**src/design/erc_pkg.sv**
```systemverilog
`timescale 1ns / 1ps
`default_nettype none
package erc_pkg;

  localparam int unsigned QuotBits = 17;

  // register indexes on the configuration port
  localparam logic [2:0] RegSnowTemp     = 3'd0;
  localparam logic [2:0] RegRainSnowTemp = 3'd1;
  localparam logic [2:0] RegFrozenTemp   = 3'd2;
  localparam logic [2:0] RegFrozenFrac   = 3'd3;
  localparam logic [2:0] RegCellCount    = 3'd4;

  localparam logic CmdInit = 1'b0;

  // what travels with an item from the compute stages through the divider
  typedef struct packed {
    logic [31:0] excess;
    logic [30:0] infil;
    logic [30:0] moist;
    logic        en;
    logic [30:0] divisor;
  } erc_side_t;

endpackage
`default_nettype wire

```
**src/design/erc_div.sv**
```systemverilog
`timescale 1ns / 1ps
`default_nettype none
module erc_div
  import erc_pkg::*;
#(
  parameter int unsigned IDX_W = 10
) (
  input  wire logic             clk_i,
  input  wire logic             rst_ni,
  input  wire logic             adv_i,
  input  wire logic             v_i,
  input  wire logic [IDX_W-1:0] idx_i,
  input  wire logic [46:0]      dividend_i,
  input  wire erc_side_t        side_i,
  input  wire logic [IDX_W-1:0] cmp_idx_i,
  output logic                  hit_o,
  output logic                  v_o,
  output logic [IDX_W-1:0]      idx_o,
  output logic [QuotBits-1:0]   quot_o,
  output erc_side_t             side_o
);

  // one quotient bit per stage, most significant first
  logic             v_q    [QuotBits];
  logic [IDX_W-1:0] idx_q  [QuotBits];
  logic [46:0]      rem_q  [QuotBits];
  logic [QuotBits-1:0] quot_q [QuotBits];
  erc_side_t        side_q [QuotBits];

  for (genvar s = 0; s < QuotBits; s++) begin : g_stage
    localparam int unsigned Bit = QuotBits - 1 - s;
    logic [46:0]          rem_in;
    logic [QuotBits-1:0]  quot_in;
    logic [47:0]          trial;
    logic                 v_in;
    logic [IDX_W-1:0]     idx_in;
    erc_side_t            side_in;

    if (s == 0) begin : g_first
      assign rem_in  = dividend_i;
      assign quot_in = '0;
      assign v_in    = v_i;
      assign idx_in  = idx_i;
      assign side_in = side_i;
    end else begin : g_next
      assign rem_in  = rem_q[s-1];
      assign quot_in = quot_q[s-1];
      assign v_in    = v_q[s-1];
      assign idx_in  = idx_q[s-1];
      assign side_in = side_q[s-1];
    end

    assign trial = {1'b0, rem_in} - (48'(side_in.divisor) << Bit);

    always_ff @(posedge clk_i or negedge rst_ni) begin
      if (!rst_ni) begin
        v_q[s] <= 1'b0;
      end else if (adv_i) begin
        v_q[s] <= v_in;
      end
    end

    always_ff @(posedge clk_i) begin
      if (adv_i) begin
        idx_q[s]  <= idx_in;
        side_q[s] <= side_in;
        if (!trial[47]) begin
          rem_q[s]  <= trial[46:0];
          quot_q[s] <= quot_in | (QuotBits'(1) << Bit);
        end else begin
          rem_q[s]  <= rem_in;
          quot_q[s] <= quot_in;
        end
      end
    end
  end

  always_comb begin
    hit_o = 1'b0;
    for (int unsigned s = 0; s < QuotBits; s++) begin
      hit_o = hit_o | (v_q[s] && (idx_q[s] == cmp_idx_i));
    end
  end

  assign v_o    = v_q[QuotBits-1];
  assign idx_o  = idx_q[QuotBits-1];
  assign side_o = side_q[QuotBits-1];
  assign quot_o = side_q[QuotBits-1].en ? quot_q[QuotBits-1] : '0;

endmodule
`default_nettype wire

```
**config.mk**
```make
export PLATFORM = sky130hd
export DESIGN_NAME = erc_div
export DESIGN_NICKNAME = d
export VERILOG_FILES = /design/src/design/erc_pkg.sv /design/src/design/erc_div.sv
export SDC_FILE = /design/constraint.sdc
export NUM_CORES = 2
export LEC_CHECK = 0
export CAP_MARGIN = 20
export CELL_PAD_IN_SITES_DETAIL_PLACEMENT = 0
export CELL_PAD_IN_SITES_GLOBAL_PLACEMENT = 2
export CORE_ASPECT_RATIO = 0.7
export CORE_UTILIZATION = 51
export CTS_CLUSTER_SIZE = 40
export DETAILED_ROUTE_END_ITERATION = 8
export DONT_BUFFER_PORTS = 1
export HOLD_SLACK_MARGIN = 0.03
export PLACE_DENSITY = 0.95
export SKIP_CTS_REPAIR_TIMING = 1
export SLEW_MARGIN = 40
export SYNTH_ARGS = -nofsm -noshare
export SYNTH_HDL_FRONTEND = slang
export SYNTH_SLANG_ARGS = --single-unit
```
**constraint.sdc**
```tcl
create_clock -name clk_i -period 7.1 [get_ports clk_i]
set_clock_uncertainty 0.15 [all_clocks]
set_input_delay 1.775 -clock clk_i [delete_from_list [all_inputs] [get_ports clk_i]]
set_output_delay 1.775 -clock clk_i [all_outputs]
set_load 0.02 [all_outputs]
```
Word-level counts from Yosys, hierarchy flattened
Memories as Yosys holds them, arrays and structs flattened.
Cells that the tools add are included.
{ "word_totals": {"mem_count": 4, "reg_bits": 17, "inputBits": 197, "output_inout_bits": 155, "latchBits": 0, "ram_bits": 3400, "rom_bits": 0} }
{ "classes": {"reduce_logical": 17, "n_mul": 0, "muxes": 139, "n_div": 0, "order_cmp": 0, "eq_ne": 17, "bitwise_logic": 50, "shifts": 0, "add_sub_neg": 17} }
{ "mem_list": {"columns": ["memory", "depth", "width", "rd", "rd_clocked_by_memory_dff", "write_ports", "line_no", "text"], "rows": [
  ["side_q", 17, 126, 17, 0, 17, "erc_div.sv:28", "erc_side_t side_q [QuotBits];"],
  ["rem_q", 17, 47, 16, 0, 17, "erc_div.sv:26", "logic [46:0] rem_q [QuotBits];"],
  ["quot_q", 17, 17, 17, 0, 17, "erc_div.sv:27", "logic [QuotBits-1:0] quot_q [QuotBits];"],
  ["idx_q", 17, 10, 17, 0, 17, "erc_div.sv:25", "logic [IDX_W-1:0] idx_q [QuotBits];"]
]} }
{ "op_table": {"columns": ["op", "n"], "rows": [
  ["$mux W47", 17],
  ["$mux W17", 18],
  ["$eq A10 B10 Y1", 17],
  ["$mux W1", 104],
  ["$or A1 B1 Y1", 50],
  ["$sub A47 B31 Y48", 1],
  ["$sub A47 B32 Y48", 1],
  ["$sub A47 B33 Y48", 1],
  ["$sub A47 B34 Y48", 1],
  ["$sub A47 B35 Y48", 1],
  ["$sub A47 B36 Y48", 1],
  ["$sub A47 B37 Y48", 1],
  ["$sub A47 B38 Y48", 1],
  ["$sub A47 B39 Y48", 1],
  ["$sub A47 B40 Y48", 1],
  ["$sub A47 B41 Y48", 1],
  ["$sub A47 B42 Y48", 1],
  ["$sub A47 B43 Y48", 1],
  ["$sub A47 B44 Y48", 1],
  ["$sub A47 B45 Y48", 1],
  ["$sub A47 B46 Y48", 1],
  ["$sub A47 B47 Y48", 1],
  ["$logic_and A1 B1 Y1", 17]
]} }

Depth between registers and ports, before layout
An unclocked memory read counts as a cell.
{ "depth": {"depth_word": 19, "ltp_mapped": 17, "depth_no_buf": 14} }

Worst setup path before layout
No wires, ideal clock.
{ "synth_path": {"kind": "in2out", "from": "in cmp_idx_i[4]", "to": "out hit_o", "path_buffers": 2, "arrival_time_ns": 3.385, "required_ns": 5.175, "path_stages": 8, "path_slack_ns": 1.790, "path_cell_list": "clkbuf_1 > clkbuf_1 > xor2_1 > nor4_1 > nand4_1 > o22ai_1 > nor4_1 > nand3_1"} }
{ "synth_via": {"elab_chain_cells": 18, "word_cells_on_any_way": 50} }
{ "synth_lines": {"columns": ["item", "line_no", "text"], "rows": [
  ["start: declaration", "erc_div.sv:15", "input wire logic [IDX_W-1:0] cmp_idx_i,"],
  ["$eq A10 B10 Y1", "erc_div.sv:81", "hit_o = hit_o | (v_q[s] && (idx_q[s] == cmp_idx_i));"],
  ["$logic_and A1 B1 Y1", "erc_div.sv:81", null],
  ["$or A1 B1 Y1 (15 in series)", "erc_div.sv:81", null],
  ["$or A1 B1 Y1 (*)", "erc_div.sv:81", null],
  ["end: declaration", "erc_div.sv:16", "output logic hit_o,"]
]} }
Every way passes the cells marked *; elsewhere a longest branch is shown, timed or not.

==> out/metrics.sh <==
WORSTHOLDPATHTYPE='register to register'
SLOWEST_CELL_DELAY_ON_CRITICAL_PATH_NS=0.47
FINAL_MAX_SLEW_VIOL_COUNT=0
LEAKAGEPOWER_nW=54.0
SYN_AREA_PER_CELL_SQ_UM=15.0
DRT_FIRST_PASS_ITERS=8
SETUP.WORST_PATH.END_CLASS='register'
YS_TYPES=124
NUMCLOCKSINKS=3234
TIMING.CRITICAL_PATH.BUF_INV=11
R2R-END='rem_q[7][46]'
DIE_HEIGHT_MICRONS=430
TIMING.SETUP.TNS_NS=0
CLK_ROOT_BUFFER_CELL='clkbuf_16'
CRIT_FAMILY='buffers and inverters'
CTS_HTREE_LEVELS=5
DETAILEDPLACEMENTHPWL_MM=162
WORST-ENDPOINT-ARRIVAL_NS=7.01
SYNTHESIZED_NET_COUNT=9634
STARTPOINT_OF_THE_TIGHTEST_HOLD_CHECK_PATH='quot_q[10][15]'
NNETSFINAL=9841
GRT_PASS1_VIAS=68858
MIN_PATH_CELLS=0
SYNTH_AREA_SQ_UM=134000
RSZ0062_AT_GRT='no'
SYNTH.CELLS.MOST_FREQUENT='edfxtp_1, inv_1, nand2_1'
FMAX_GHz=0.150
VIAS=69124
DRV_CAP=0
BUFFER_PORTS.INSERTED=0
MIN_TO='quot_q[11][15]'
DIE_AREA_SQ_UM=264000
GLOBALROUTE.TOTALOVERFLOW=0
YOSYS.AREA.TOP_TYPE='edfxtp_1'
FAILED_CHECKS='DRC'
YOSYSTOPAREACELLSHARE=0.723
ROWS=156
POSTSYNTHREGISTERBITS=3234
WORST-R2R-SETUP-SLACK_NS=2.25
POSTSYNTH.TOPFLOPCELL='edfxtp_1'
TIMING.FINAL.SETUP_VIOLATIONS=0
TIMING.CRITICAL_PATH.CELLS='buf_16, buf_16, buf_16, buf_16, buf_16, buf_16, buf_16, buf_16, buf_16, buf_16, buf_16'
FINAL_MIN_PERIOD_OVER_CLOCK_PERIOD=0.939
TIMING.FINAL.CRIT_PERIOD_NS=6.67
YOSYS_WARNINGS=0
SYNTH.TOP_CELLS.BY_AREA='edfxtp_1, ha_1, xnor2_1, o21ai_0, xor2_1'
TIMING_HOLD_VIOLATIONS_FINAL=0
SYN-INSTANCE-COUNT=8895
CLKSLEWWORSTSETUPHOLDPATHS_NS=0.06
CP_MAX_FO=127
INITIAL_UTILIZATION=0.515
GRTUSAGETOTAL=0.185
IR_DROP_V=0.000332
POST-ROUTE-DRC-COUNT=22
YOSYSSEQAREASHARE=0.726
DRT-WIRELENGTH-PER-CELL_MICRONS=19.3
MAX-CLOCK-PATH-BUFFERS=4
NUMBER_OF_CELLS_ON_THE_WORST_REG_TO_REG_PATH=14
CHIPWIDTH_MICRONS=614
FILL_CELLS=19498
MOST_FREQUENT_CELL_ON_CRITICAL_PATH='buf_16'
FINAL_LAYOUT_SIZE_SUFFIX_GT1_FRAC=0.0710
TRITONCTS_CLOCK_TREE='built'
SETUP_SLACK_NS=0.432
WORST_R2R_STARTPOINT='side_q[1][252]'
DETAILEDPLACE.WORSTSLACK_NS=-0.302
INITIAL_ANTENNA_VIOLATION_COUNT=9
SYNTH-EDFF-COUNT=3217
ROUTE.DETAILED.VIAS_PER_INST=5.40
SYNTH_MOST_COMMON_CELL='edfxtp_1'
ROUTE.ANTENNA.REMAINING_NETS=0
MAXIMUM_NUMBER_OF_PINS_ON_ONE_NET_BEFORE_GLOBAL_ROUTE_REPAIR=176
COREAREA_SQ_UM=259000
TIMING.SLEW.HEADROOM=0.433
CRITPATHSLOWESTCELL='buf_16'
GRT_FIRST_PASS_WIRELENGTH_MM=388
CP_DATA_REQUIRED_TIME_NS=7.44
TIMING.SETUP.CRITICAL_PATH_CLASS='input port to register'
TIMING.CRITICAL_PATH.FROM_TYPE='input port'
WL_MM=247
SYNTHTOLAYOUTAREAGROWTH_PCT=11.0
BOUNDARYPINS=352
WORSTSETUPSTARTPOINT='adv_i'
CTS_MADE_BUFFERS=307
CELLPOWERDENSITY_nW_PER_UM2=372
CLOCK_INSERTION_DELAY_WORST_SKEW_NS=0.87
WORST-SLEW-PIN-TRANSITION_NS=0.848
PLACE_CONGESTION=0.872
FIRST_ITER_VIOLATIONS=5828
ASYNC_S_R_FF_SHARE_SYNTH=0.00526
RESULT_OF_THE_RUN='complete, but fails checks'
==> power by group <==
group          internal [W]  leakage (nW)  total (W)  switching [W]
Sequential           0.0245          31.5     0.0261        0.00162
Clock               0.00900          4.65     0.0161        0.00709
Combinational       0.00560          17.8     0.0130        0.00737
==> state kept, by name, indices dropped and copies added (netlist names) <==
name and cells:
side_q 2142, quot_q 153, g_stage.v_in 16, v_o 1
idx_q 170, rem_q 752
==> worst max path at each step <==
| stage | end | cells after the start |
|---|---|---|
| after floorplan | hit_o | 8 |
| after global placement | rem_q[10][10] | 12 |
| after detailed placement | side_q[4][76] | 11 |
| after CTS | side_q[4][76] | 11 |
| after global routing | side_q[4][64] | 11 |
| final | side_q[4][76] | 11 |
==> area by class of cell <==
class | instances | area, sq um | share of cell area
timing repair buffer | 80 | 1490 | 0.0100
multi-input combinational | 4832 | 33400 | 0.225
clock inverter | 146 | 1590 | 0.0107
antenna | 3 | 7.51 | 0.0000506
sequential | 3234 | 97000 | 0.654
inverter | 647 | 2430 | 0.0164
clock buffer | 384 | 8000 | 0.0540
tap | 3476 | 4350 | 0.0293
==> cell families (layout without fill, tap and decap cells) <==
kind of cell             count (synthesis)  in the layout  share of synthesized area
flip-flops                            3234           3234                      0.726
AO/OA/AOI/OAI                         1811           1811                     0.0843
AND/OR/NAND/NOR                       1740           1740                     0.0637
buffers and inverters                  829           1257                     0.0242
XOR/XNOR                               668            668                     0.0438
adder cells (fa/ha/maj)                542            542                     0.0517
multiplexers                            71             71                    0.00603
other                                    0              3                          0
==> placed cells by master (no fill, tap or decap), types with 97 or more instances in the layout <==
cell type,count
nand3_1,114
nor2_1,329
nand2b_1,124
xnor2_1,372
nor3_1,97
xor2_1,296
clkbuf_16,308
a21o_1,188
nand2_1,645
edfxtp_1,3217
ha_1,526
o21ai_0,607
a21oi_1,467
inv_1,645
==> per-stage QoR <==
stage / cell area (sq um) / hold WS, ns / utilization / cells / total power (W)
finish: 148000 / 0.229 / 0.572 / 12802 / 0.0552
global route: 148000 / 0.232 / 0.572 / 12802 / 0.0582
CTS: 148000 / 0.231 / 0.571 / 12797 / 0.0556
detailed placement: 139000 / 0.255 / 0.534 / 12267 / 0.0393
global placement: 138000 / 0.250 / 0.532 / 12247 / 0.0389
floorplan: 134000 / 0.250 / - / 8895 / 0.0358
==> metal layers <==
| metal | global-route usage | part of all wire | vias up |
|---|---|---|---|
| met5 | 0 | 0 | - |
| met4 | 0.0460 | 0.023 | 0 |
| met3 | 0.0265 | 0.045 | 401 |
| met2 | 0.307 | 0.48 | 1615 |
| met1 | 0.260 | 0.46 | 33489 |
| li1 | - | - | 33619 |
(Power assumes the default switching activity.)
