### config.mk
export PLATFORM = sky130hd
export DESIGN_NAME = erc_calc
export DESIGN_NICKNAME = d
export VERILOG_FILES = /design/src/design/erc_pkg.sv /design/src/design/erc_calc.sv
export SDC_FILE = /design/constraint.sdc
export NUM_CORES = 2
export LEC_CHECK = 0
export BUFFER_PORTS_ARGS = -buffer_cell sky130_fd_sc_hd__buf_2
export CAP_MARGIN = 15
export CORE_AREA = 2 2 503 405
export CTS_CLUSTER_SIZE = 20
export DETAILED_ROUTE_END_ITERATION = 12
export DIE_AREA = 0 0 505 407
export PLACE_DENSITY = 0.48
export SLEW_MARGIN = 10
export SYNTH_ARGS = -nofsm -noshare
export SYNTH_HDL_FRONTEND = slang
export SYNTH_SLANG_ARGS = --single-unit
### constraint.sdc
create_clock -name clk_i -period 8.57 [get_ports clk_i]
set_input_delay 0.4285 -clock clk_i [delete_from_list [all_inputs] [get_ports clk_i]]
set_output_delay 0.4285 -clock clk_i [all_outputs]
set_load 0.05 [all_outputs]
### src/design/erc_pkg.sv
`timescale 1ns / 1ps
`default_nettype none
package erc_pkg;

  localparam int unsigned QuotBits = 17;

  // register indexes on the configuration port
  localparam logic [2:0] RegSnowTemp     = 3'd0;
  localparam logic [2:0] RegRainSnowTemp = 3'd1;
  localparam logic [2:0] RegFrozenTemp   = 3'd2;
  localparam logic [2:0] RegFrozenFrac   = 3'd3;
  localparam logic [2:0] RegCellCount    = 3'd4;

  localparam logic CmdInit = 1'b0;

  // what travels with an item from the compute stages through the divider
  typedef struct packed {
    logic [31:0] excess;
    logic [30:0] infil;
    logic [30:0] moist;
    logic        en;
    logic [30:0] divisor;
  } erc_side_t;

endpackage
`default_nettype wire

### src/design/erc_calc.sv
`timescale 1ns / 1ps
`default_nettype none
module erc_calc
  import erc_pkg::*;
#(
  parameter int unsigned IDX_W = 10
) (
  input  wire logic               clk_i,
  input  wire logic               rst_ni,
  input  wire logic               adv_i,
  input  wire logic               a_v_i,
  input  wire logic [IDX_W-1:0]   a_idx_i,
  input  wire logic               cmd_i,
  input  wire logic [30:0]        net_precip_i,
  input  wire logic signed [31:0] temp_max_i,
  input  wire logic signed [31:0] temp_min_i,
  input  wire logic [30:0]        depression_storage_i,
  input  wire logic [30:0]        snow_accum_i,
  input  wire logic [30:0]        snow_melt_i,
  input  wire logic signed [31:0] soil_temp_i,
  input  wire logic [16:0]        porosity_i,
  input  wire logic [30:0]        root_depth_i,
  input  wire logic [16:0]        init_fraction_i,
  input  wire logic [16:0]        field_capacity_i,
  input  wire logic [30:0]        stored_moist_i,
  input  wire logic signed [31:0] snow_temp_i,
  input  wire logic signed [31:0] rain_snow_temp_i,
  input  wire logic signed [31:0] frozen_temp_i,
  input  wire logic [16:0]        frozen_fraction_i,
  input  wire logic [IDX_W-1:0]   cmp_idx_i,
  output logic                    hit_o,
  output logic                    v_o,
  output logic [IDX_W-1:0]        idx_o,
  output logic [46:0]             dividend_o,
  output erc_side_t               side_o
);

  // stage A combinational
  logic signed [32:0] tsum;
  logic               no_water_gate;
  logic [32:0]        psum;
  logic [33:0]        init_prod;
  logic [30:0]        moist_a;
  logic [33:0]        frz_prod;
  logic               frz_a;

  always_comb begin
    tsum = 33'(temp_max_i) + 33'(temp_min_i);
    no_water_gate = (tsum <= 33'(snow_temp_i)) ||
                    ((tsum <= 33'(rain_snow_temp_i)) && (snow_accum_i > net_precip_i));
    psum = 33'(net_precip_i) + 33'(depression_storage_i) + 33'(snow_melt_i);
    init_prod = 34'(init_fraction_i) * 34'(field_capacity_i);
    moist_a = (cmd_i == CmdInit) ? 31'(init_prod[33:16]) : stored_moist_i;
    frz_prod = 34'(frozen_fraction_i) * 34'(porosity_i);
    frz_a = (soil_temp_i <= frozen_temp_i) && ({moist_a, 16'b0} >= 47'(frz_prod));
  end

  logic             b_v_q;
  logic [IDX_W-1:0] b_idx_q;
  logic             b_cmd_q;
  logic [31:0]      b_pe_q;
  logic [32:0]      b_p_q;
  logic             b_blk_q;
  logic [30:0]      b_moist_q;
  logic [16:0]      b_por_q;
  logic [30:0]      b_rdep_q;

  always_ff @(posedge clk_i or negedge rst_ni) begin
    if (!rst_ni) begin
      b_v_q <= 1'b0;
    end else if (adv_i) begin
      b_v_q <= a_v_i;
    end
  end

  always_ff @(posedge clk_i) begin
    if (adv_i) begin
      b_idx_q   <= a_idx_i;
      b_cmd_q   <= cmd_i;
      b_pe_q    <= 32'(net_precip_i) + 32'(snow_melt_i);
      b_p_q     <= no_water_gate ? 33'd0 : psum;
      b_blk_q   <= frz_a || (moist_a > 31'(porosity_i));
      b_moist_q <= moist_a;
      b_por_q   <= porosity_i;
      b_rdep_q  <= root_depth_i;
    end
  end

  // stage B: root-zone room
  logic [16:0] diff_b;
  logic [47:0] room_prod;

  always_comb begin
    diff_b = b_por_q - b_moist_q[16:0];
    room_prod = 48'(b_rdep_q) * 48'(diff_b);
  end

  logic             c_v_q;
  logic [IDX_W-1:0] c_idx_q;
  logic             c_cmd_q;
  logic [31:0]      c_pe_q;
  logic [32:0]      c_p_q;
  logic             c_blk_q;
  logic [30:0]      c_moist_q;
  logic [30:0]      c_rdep_q;
  logic [31:0]      c_room_q;

  always_ff @(posedge clk_i or negedge rst_ni) begin
    if (!rst_ni) begin
      c_v_q <= 1'b0;
    end else if (adv_i) begin
      c_v_q <= b_v_q;
    end
  end

  always_ff @(posedge clk_i) begin
    if (adv_i) begin
      c_idx_q   <= b_idx_q;
      c_cmd_q   <= b_cmd_q;
      c_pe_q    <= b_pe_q;
      c_p_q     <= b_p_q;
      c_blk_q   <= b_blk_q;
      c_moist_q <= b_moist_q;
      c_rdep_q  <= b_rdep_q;
      c_room_q  <= room_prod[47:16];
    end
  end

  // stage C: infiltration, excess, branch select
  logic [32:0]        infil_raw;
  logic [30:0]        infil_c;
  logic signed [33:0] exc_wide;
  logic [31:0]        exc_sat;
  logic [31:0]        pe_sat;

  always_comb begin
    if (c_room_q == 32'd0) begin
      infil_raw = 33'd0;
    end else if (c_p_q < 33'(c_room_q)) begin
      infil_raw = c_p_q;
    end else begin
      infil_raw = 33'(c_room_q);
    end
    infil_c = (infil_raw > 33'h07FFF_FFFF) ? 31'h7FFF_FFFF : infil_raw[30:0];
    exc_wide = $signed(34'(c_pe_q)) - $signed(34'(infil_c));
    if (exc_wide > 34'sh0_7FFF_FFFF) begin
      exc_sat = 32'h7FFF_FFFF;
    end else if (exc_wide < -34'sh0_8000_0000) begin
      exc_sat = 32'h8000_0000;
    end else begin
      exc_sat = exc_wide[31:0];
    end
    pe_sat = c_pe_q[31] ? 32'h7FFF_FFFF : c_pe_q;

    side_o.moist   = c_moist_q;
    side_o.divisor = c_rdep_q;
    if ((c_cmd_q == CmdInit) || (c_p_q == 33'd0)) begin
      side_o.excess = 32'd0;
      side_o.infil  = 31'd0;
      side_o.en     = 1'b0;
    end else if (c_blk_q) begin
      side_o.excess = pe_sat;
      side_o.infil  = 31'd0;
      side_o.en     = 1'b0;
    end else begin
      side_o.excess = exc_sat;
      side_o.infil  = infil_c;
      side_o.en     = (c_rdep_q != 31'd0);
    end
    dividend_o = {side_o.infil, 16'b0};
  end

  assign v_o   = c_v_q;
  assign idx_o = c_idx_q;
  assign hit_o = (b_v_q && (b_idx_q == cmp_idx_i)) || (c_v_q && (c_idx_q == cmp_idx_i));

endmodule
`default_nettype wire

# Word level (Yosys, flattened, before mapping)
# Index checks and enable logic that the tools add are counted.
[word_totals] in_bits=471 register_bits=329
[op_classes] add_sub_neg=6 order_cmp=10 muxes=11 n_bitwise=1 n_mul=3 n_eq_ne=2 n_reduce_logical=11
[ops] cell="two-way mux 63 bit" n=2
[ops] cell="two-way mux 31 bit" n=3
[ops] cell="multiplier 17 x 17 -> 34 bit" n=2
[ops] cell="less-or-equal comparator 33 x 32 -> 1 bit" n=2
[ops] cell="two-way mux 33 bit" n=2
[ops] cell="adder 31 x 31 -> 32 bit" n=2
[ops] cell="two-way mux 32 bit" n=2
[ops] cell="multiplier 31 x 17 -> 48 bit" n=1
[ops] cell=">= comparator 47 x 34 -> 1 bit" n=1
[ops] cell="adder 32 x 31 -> 33 bit" n=1
[ops] cell="adder 32 x 32 -> 33 bit" n=1
[ops] cell="> comparator 33 x 31 -> 1 bit (second input constant)" n=1
[ops] cell="> comparator 33 x 32 -> 1 bit (second input constant)" n=1
[ops] cell="logical NOT 33 bit" n=1
[ops] cell="< comparator 33 x 32 -> 1 bit" n=1
[ops] cell="< comparator 33 x 32 -> 1 bit (second input constant)" n=1
[ops] cell="subtractor 32 x 31 -> 33 bit" n=1
[ops] cell="less-or-equal comparator 32 bit" n=1
[ops] cell="logical NOT 32 bit" n=1
[ops] cell="> comparator 31 x 17 -> 1 bit" n=1
[ops] cell="> comparator 31 bit" n=1
[ops] cell="nonzero test 31 bit" n=1
[ops] cell="equality test 10 bit" n=2
[ops] cell="subtractor 17 bit" n=1
[ops] cell="other kinds (4)" n=11

# Longest topological paths before layout
[logic_depth] word_depth=11 depth_mapped=37

# Least setup slack after synthesis
# OpenSTA, ideal clock, no wires.
[synth_timing] path_type="reg-to-reg" start="register b_por_q[0]" end="register c_room_q[31] (data pin)" n_path_buf=2 stages_incl_launch_ff=35 required_ps=8413 t_arrival_ps=7947 path_slack_ps=466 synth_period_minus_slack_ps=8104 cell_sequence="edfxtp_1 -> inv_1 -> ha_1 -> inv_1 -> fa_1 -> a21o_1 -> a21oi_1 -> o21ai_1 -> a21o_1 -> a21oi_1 -> o21ai_1 -> o211ai_1 -> a41oi_1 -> or3_1 -> clkbuf_1 -> clkbuf_1 -> nand3_1 -> fa_1 -> fa_1 -> fa_1 -> fa_1 -> fa_1 -> inv_1 -> fa_1 -> ha_1 -> a21o_1 -> a21o_1 -> a21o_1 -> a21o_1 -> a211oi_1 -> o211ai_1 -> o211a_1 -> o41a_1 -> and4_1 -> nor3_1"
[synth_via] elab_chain_cells=2
[synth_lines] item="start: declaration" line="erc_calc.sv:65" source="logic [16:0] b_por_q;"
[synth_lines] item="start signal: assignment" line="erc_calc.sv:84" source="b_por_q <= porosity_i;"
[synth_lines] item="subtractor 17 bit" line="erc_calc.sv:94" source="diff_b = b_por_q - b_moist_q[16:0];"
[synth_lines] item="multiplier 31 x 17 -> 48 bit" line="erc_calc.sv:95" source="room_prod = 48'(b_rdep_q) * 48'(diff_b);"
[synth_lines] item="via room_prod[47]" line="erc_calc.sv:91" source="logic [47:0] room_prod;"
[synth_lines] item="end signal: assignment" line="erc_calc.sv:125" source="c_room_q <= room_prod[47:16];"
[synth_lines] item="end: declaration" line="erc_calc.sv:106" source="logic [31:0] c_room_q;"
# The timed path passes the listed nets, and every way through them passes these cells.
# A chain may end at the register's enable or synchronous reset.

# Worst setup path after layout
# Same ends and word-level chain as after synthesis.

==> flow_summary.yaml <==
outcome:
  outcome: "finished, violations left"
  violations: "negative setup slack"
clock_network:
  clock_path_buffers: 3
  tritoncts: "done"
  clkLatencyLatePin_ns: 0.64
  cts_root_buf: "clkbuf_16"
  cts_made_buffers: 41
  cts_sinks: 329
  htree_levels: 2
  clkTransAtPathRegs_ns: 0.06
place:
  routabilityCongestion: 0.967
  dp_hpwl_um: 169000
  portBuffers: 639
  place_area_mm2: 0.0674
  dpl_worst_slack_ns: -0.192
floorplan:
  start_util: 0.300
  rows: 147
  coreArea_mm2: 0.200
  chipWidth_um: 505
  die_y_um: 407
  dieArea_mm2: 0.206
  pin_count: 656
routing:
  wl_um: 201000
  via_per_inst: 4.86
  drt-initial-drc-count: 3272
  drc: 0
  drtPass1Iterations: 6
  via_count: 48400
  wl_per_cell_um: 20.2
  detail-route-antenna-nets: 0
yosys:
  synth_ff_type: "edfxtp_1"
  synth-edff-count: 327
  synth_area_mm2: 0.0600
  synth_compound_area_frac: 0.104
  synth-adder-area-share: 0.445
  postSynthCellCount: 6559
  yosysTopAreaCell: "fa_1"
  yosysSeqAreaShare: 0.165
  synth-seq-cells: 329
  synth_top_area_frac: 0.305
  synth_top_family_by_area: "adder cells"
  synthMuxAreaShare: 0.000897
  synth_cell_types: 85
  yosys_warnings: 0
  async_flop_share: 0.00608
  synth-simple-area-share: 0.157
  synth-xor-area-share: 0.0282
  avgSynthCellArea_um2: 9.15
  synth_area_leaders: "fa_1 (31%), edfxtp_1 (16%), ha_1 (14%)"
sta:
  fin_ws_ns: -0.00816
  fin_crit_sh: 1.00
  relSlewSlack: 0.169
  rsz0062_at_grt: "yes"
  period_minus_slack_ns: 8.58
  finalSetupViolCount: 2
  hold_viol: 0
  clock.fmax_mhz: 117
  tightest_slew_ns: 1.25
  finalClockSkew_ns: 0.0437
  slew_violations: 0
worst_setup_path:
  required_ns: 9.04
  start_kind: "flip-flop"
  cp_common_cell: "a21o_1"
  path_class: "flip-flop to flip-flop"
  path_delay_family: "adder cells"
  critical-path-slowest-cell: "fa_1"
  critPathMaxStageDelay_ns: 0.59
  cp-end-kind: "flip-flop"
  critPathBufInv: 7
  cp_max_fo: 7
  crit_arrival_ns: 9.05
job:
  maxCapViolCount: 0
grt:
  grt_max_degree: 127
  grt_pass1_wl_um: 305000
  grt-ovfl-total: 0
  first_global_vias: 49200
  grt_use_total: 0.193
  antenna_found_initial: 25
cells_and_area:
  fillers: 20900
  regArea_mm2: 0.00987
  areaGrowthSynthToFinish_pct: 16.5
  fin_nets: 9290
  stdcell_area_mm2: 0.0699
  final_core_util: 0.349
  layout-drive-gt1-share: 0.155
  multiInputGateArea_mm2: 0.0447
hold_path:
  holdCritPathClass: "input port to flip-flop"
[through the flow]
step	hold slack, ns	setup TNS [ns]	std cells
after floorplan	0.133	0	6574
after global placement	0.214	-0.151	9819
after detailed placement	0.216	-0.376	9819
after CTS	0.000675	0	9934
after global routing	0.00426	-3.00	9958
final	0.0254	-0.00840	9961
[cell usage after synthesis (all sizes together), types with 54 or more instances]
cell type  number
nor2b          63
xor2           77
o21ai         163
nand4          57
and3           63
nand3         106
ha            670
xnor2         116
nor3           68
buf            54
fa            914
nor2          167
nand2b         56
inv          1229
a21o          166
and2          290
edfxtp        327
nand2         929
clkbuf        283
a21oi         226
[routing by layer]
layer | GRT usage | routed length, um | up-vias
li1 | - | - | 22500
met1 | 0.285 | 97300 | 24500
met2 | 0.305 | 90300 | 1230
met3 | 0.0226 | 10200 | 196
met4 | 0.0331 | 3430 | 12
met5 | 0 | 79 | -
[worst paths after layout]
path                                          endpoint  cells after the start                 start  slack [ns]
worst max register to register  c_room_q[31]$_DFFE_PP_                     36  b_por_q[0]$_DFFE_PP_      -0.008
worst min register to register    c_pe_q[27]$_DFFE_PP_                      0  b_pe_q[27]$_DFFE_PP_        0.40
worst max-delay path            c_room_q[31]$_DFFE_PP_                     36  b_por_q[0]$_DFFE_PP_      -0.008
worst min-delay path             b_rdep_q[8]$_DFFE_PP_                      1       root_depth_i[8]        0.03
max in group asynchronous              v_o$_DFFE_PN0P_                      2                rst_ni        8.36
min in group asynchronous            b_v_q$_DFFE_PN0P_                      2                rst_ni        0.10
[state kept, by name, summed over array words and instances (netlist names), 32 cells and up]
name,flops
c_pe_q,32
c_room_q,32
c_p_q,33
b_pe_q,32
b_p_q,33
[cell type report]
class                      instances  area share
multi-input combinational       4681       0.640
sequential                       329       0.141
timing repair buffer             953      0.0850
inverter                        1229      0.0660
tap                             2682      0.0480
clock buffer                      48      0.0151
clock inverter                    28     0.00464
antenna                           11    0.000394
[cells by family after synthesis]
group           Yosys count
xor+xnor                193
simple gates           1965
flops                   329
fa+ha+maj              1584
mux                       5
compound gates          916
other cells               1
buf+inv                1566
[cells in the final DEF (no fill, tap or decap), types with 166 or more instances in the layout]
| master | count |
|---|---|
| ha_1 | 660 |
| and2_1 | 290 |
| a21oi_1 | 211 |
| nand2_1 | 928 |
| a21o_1 | 166 |
| edfxtp_1 | 327 |
| fa_1 | 910 |
| buf_4 | 245 |
| buf_2 | 638 |
| inv_1 | 1223 |
[repair_timing]
action / 4_1_cts / 5_1_grt
pin swaps: 1 / 47
hold buffers: 39 / 1
setup buffers: 0 / 12
endpoints found under the hold margin: 40 / 1
endpoints found under the setup margin: 3 / 33
cloned: 0 / 3
gates resized for setup: 4 / 95
Power is left out: the tool's default activity adds up to more than one toggle a clock period on the data nets, which glitch-free logic cannot reach.
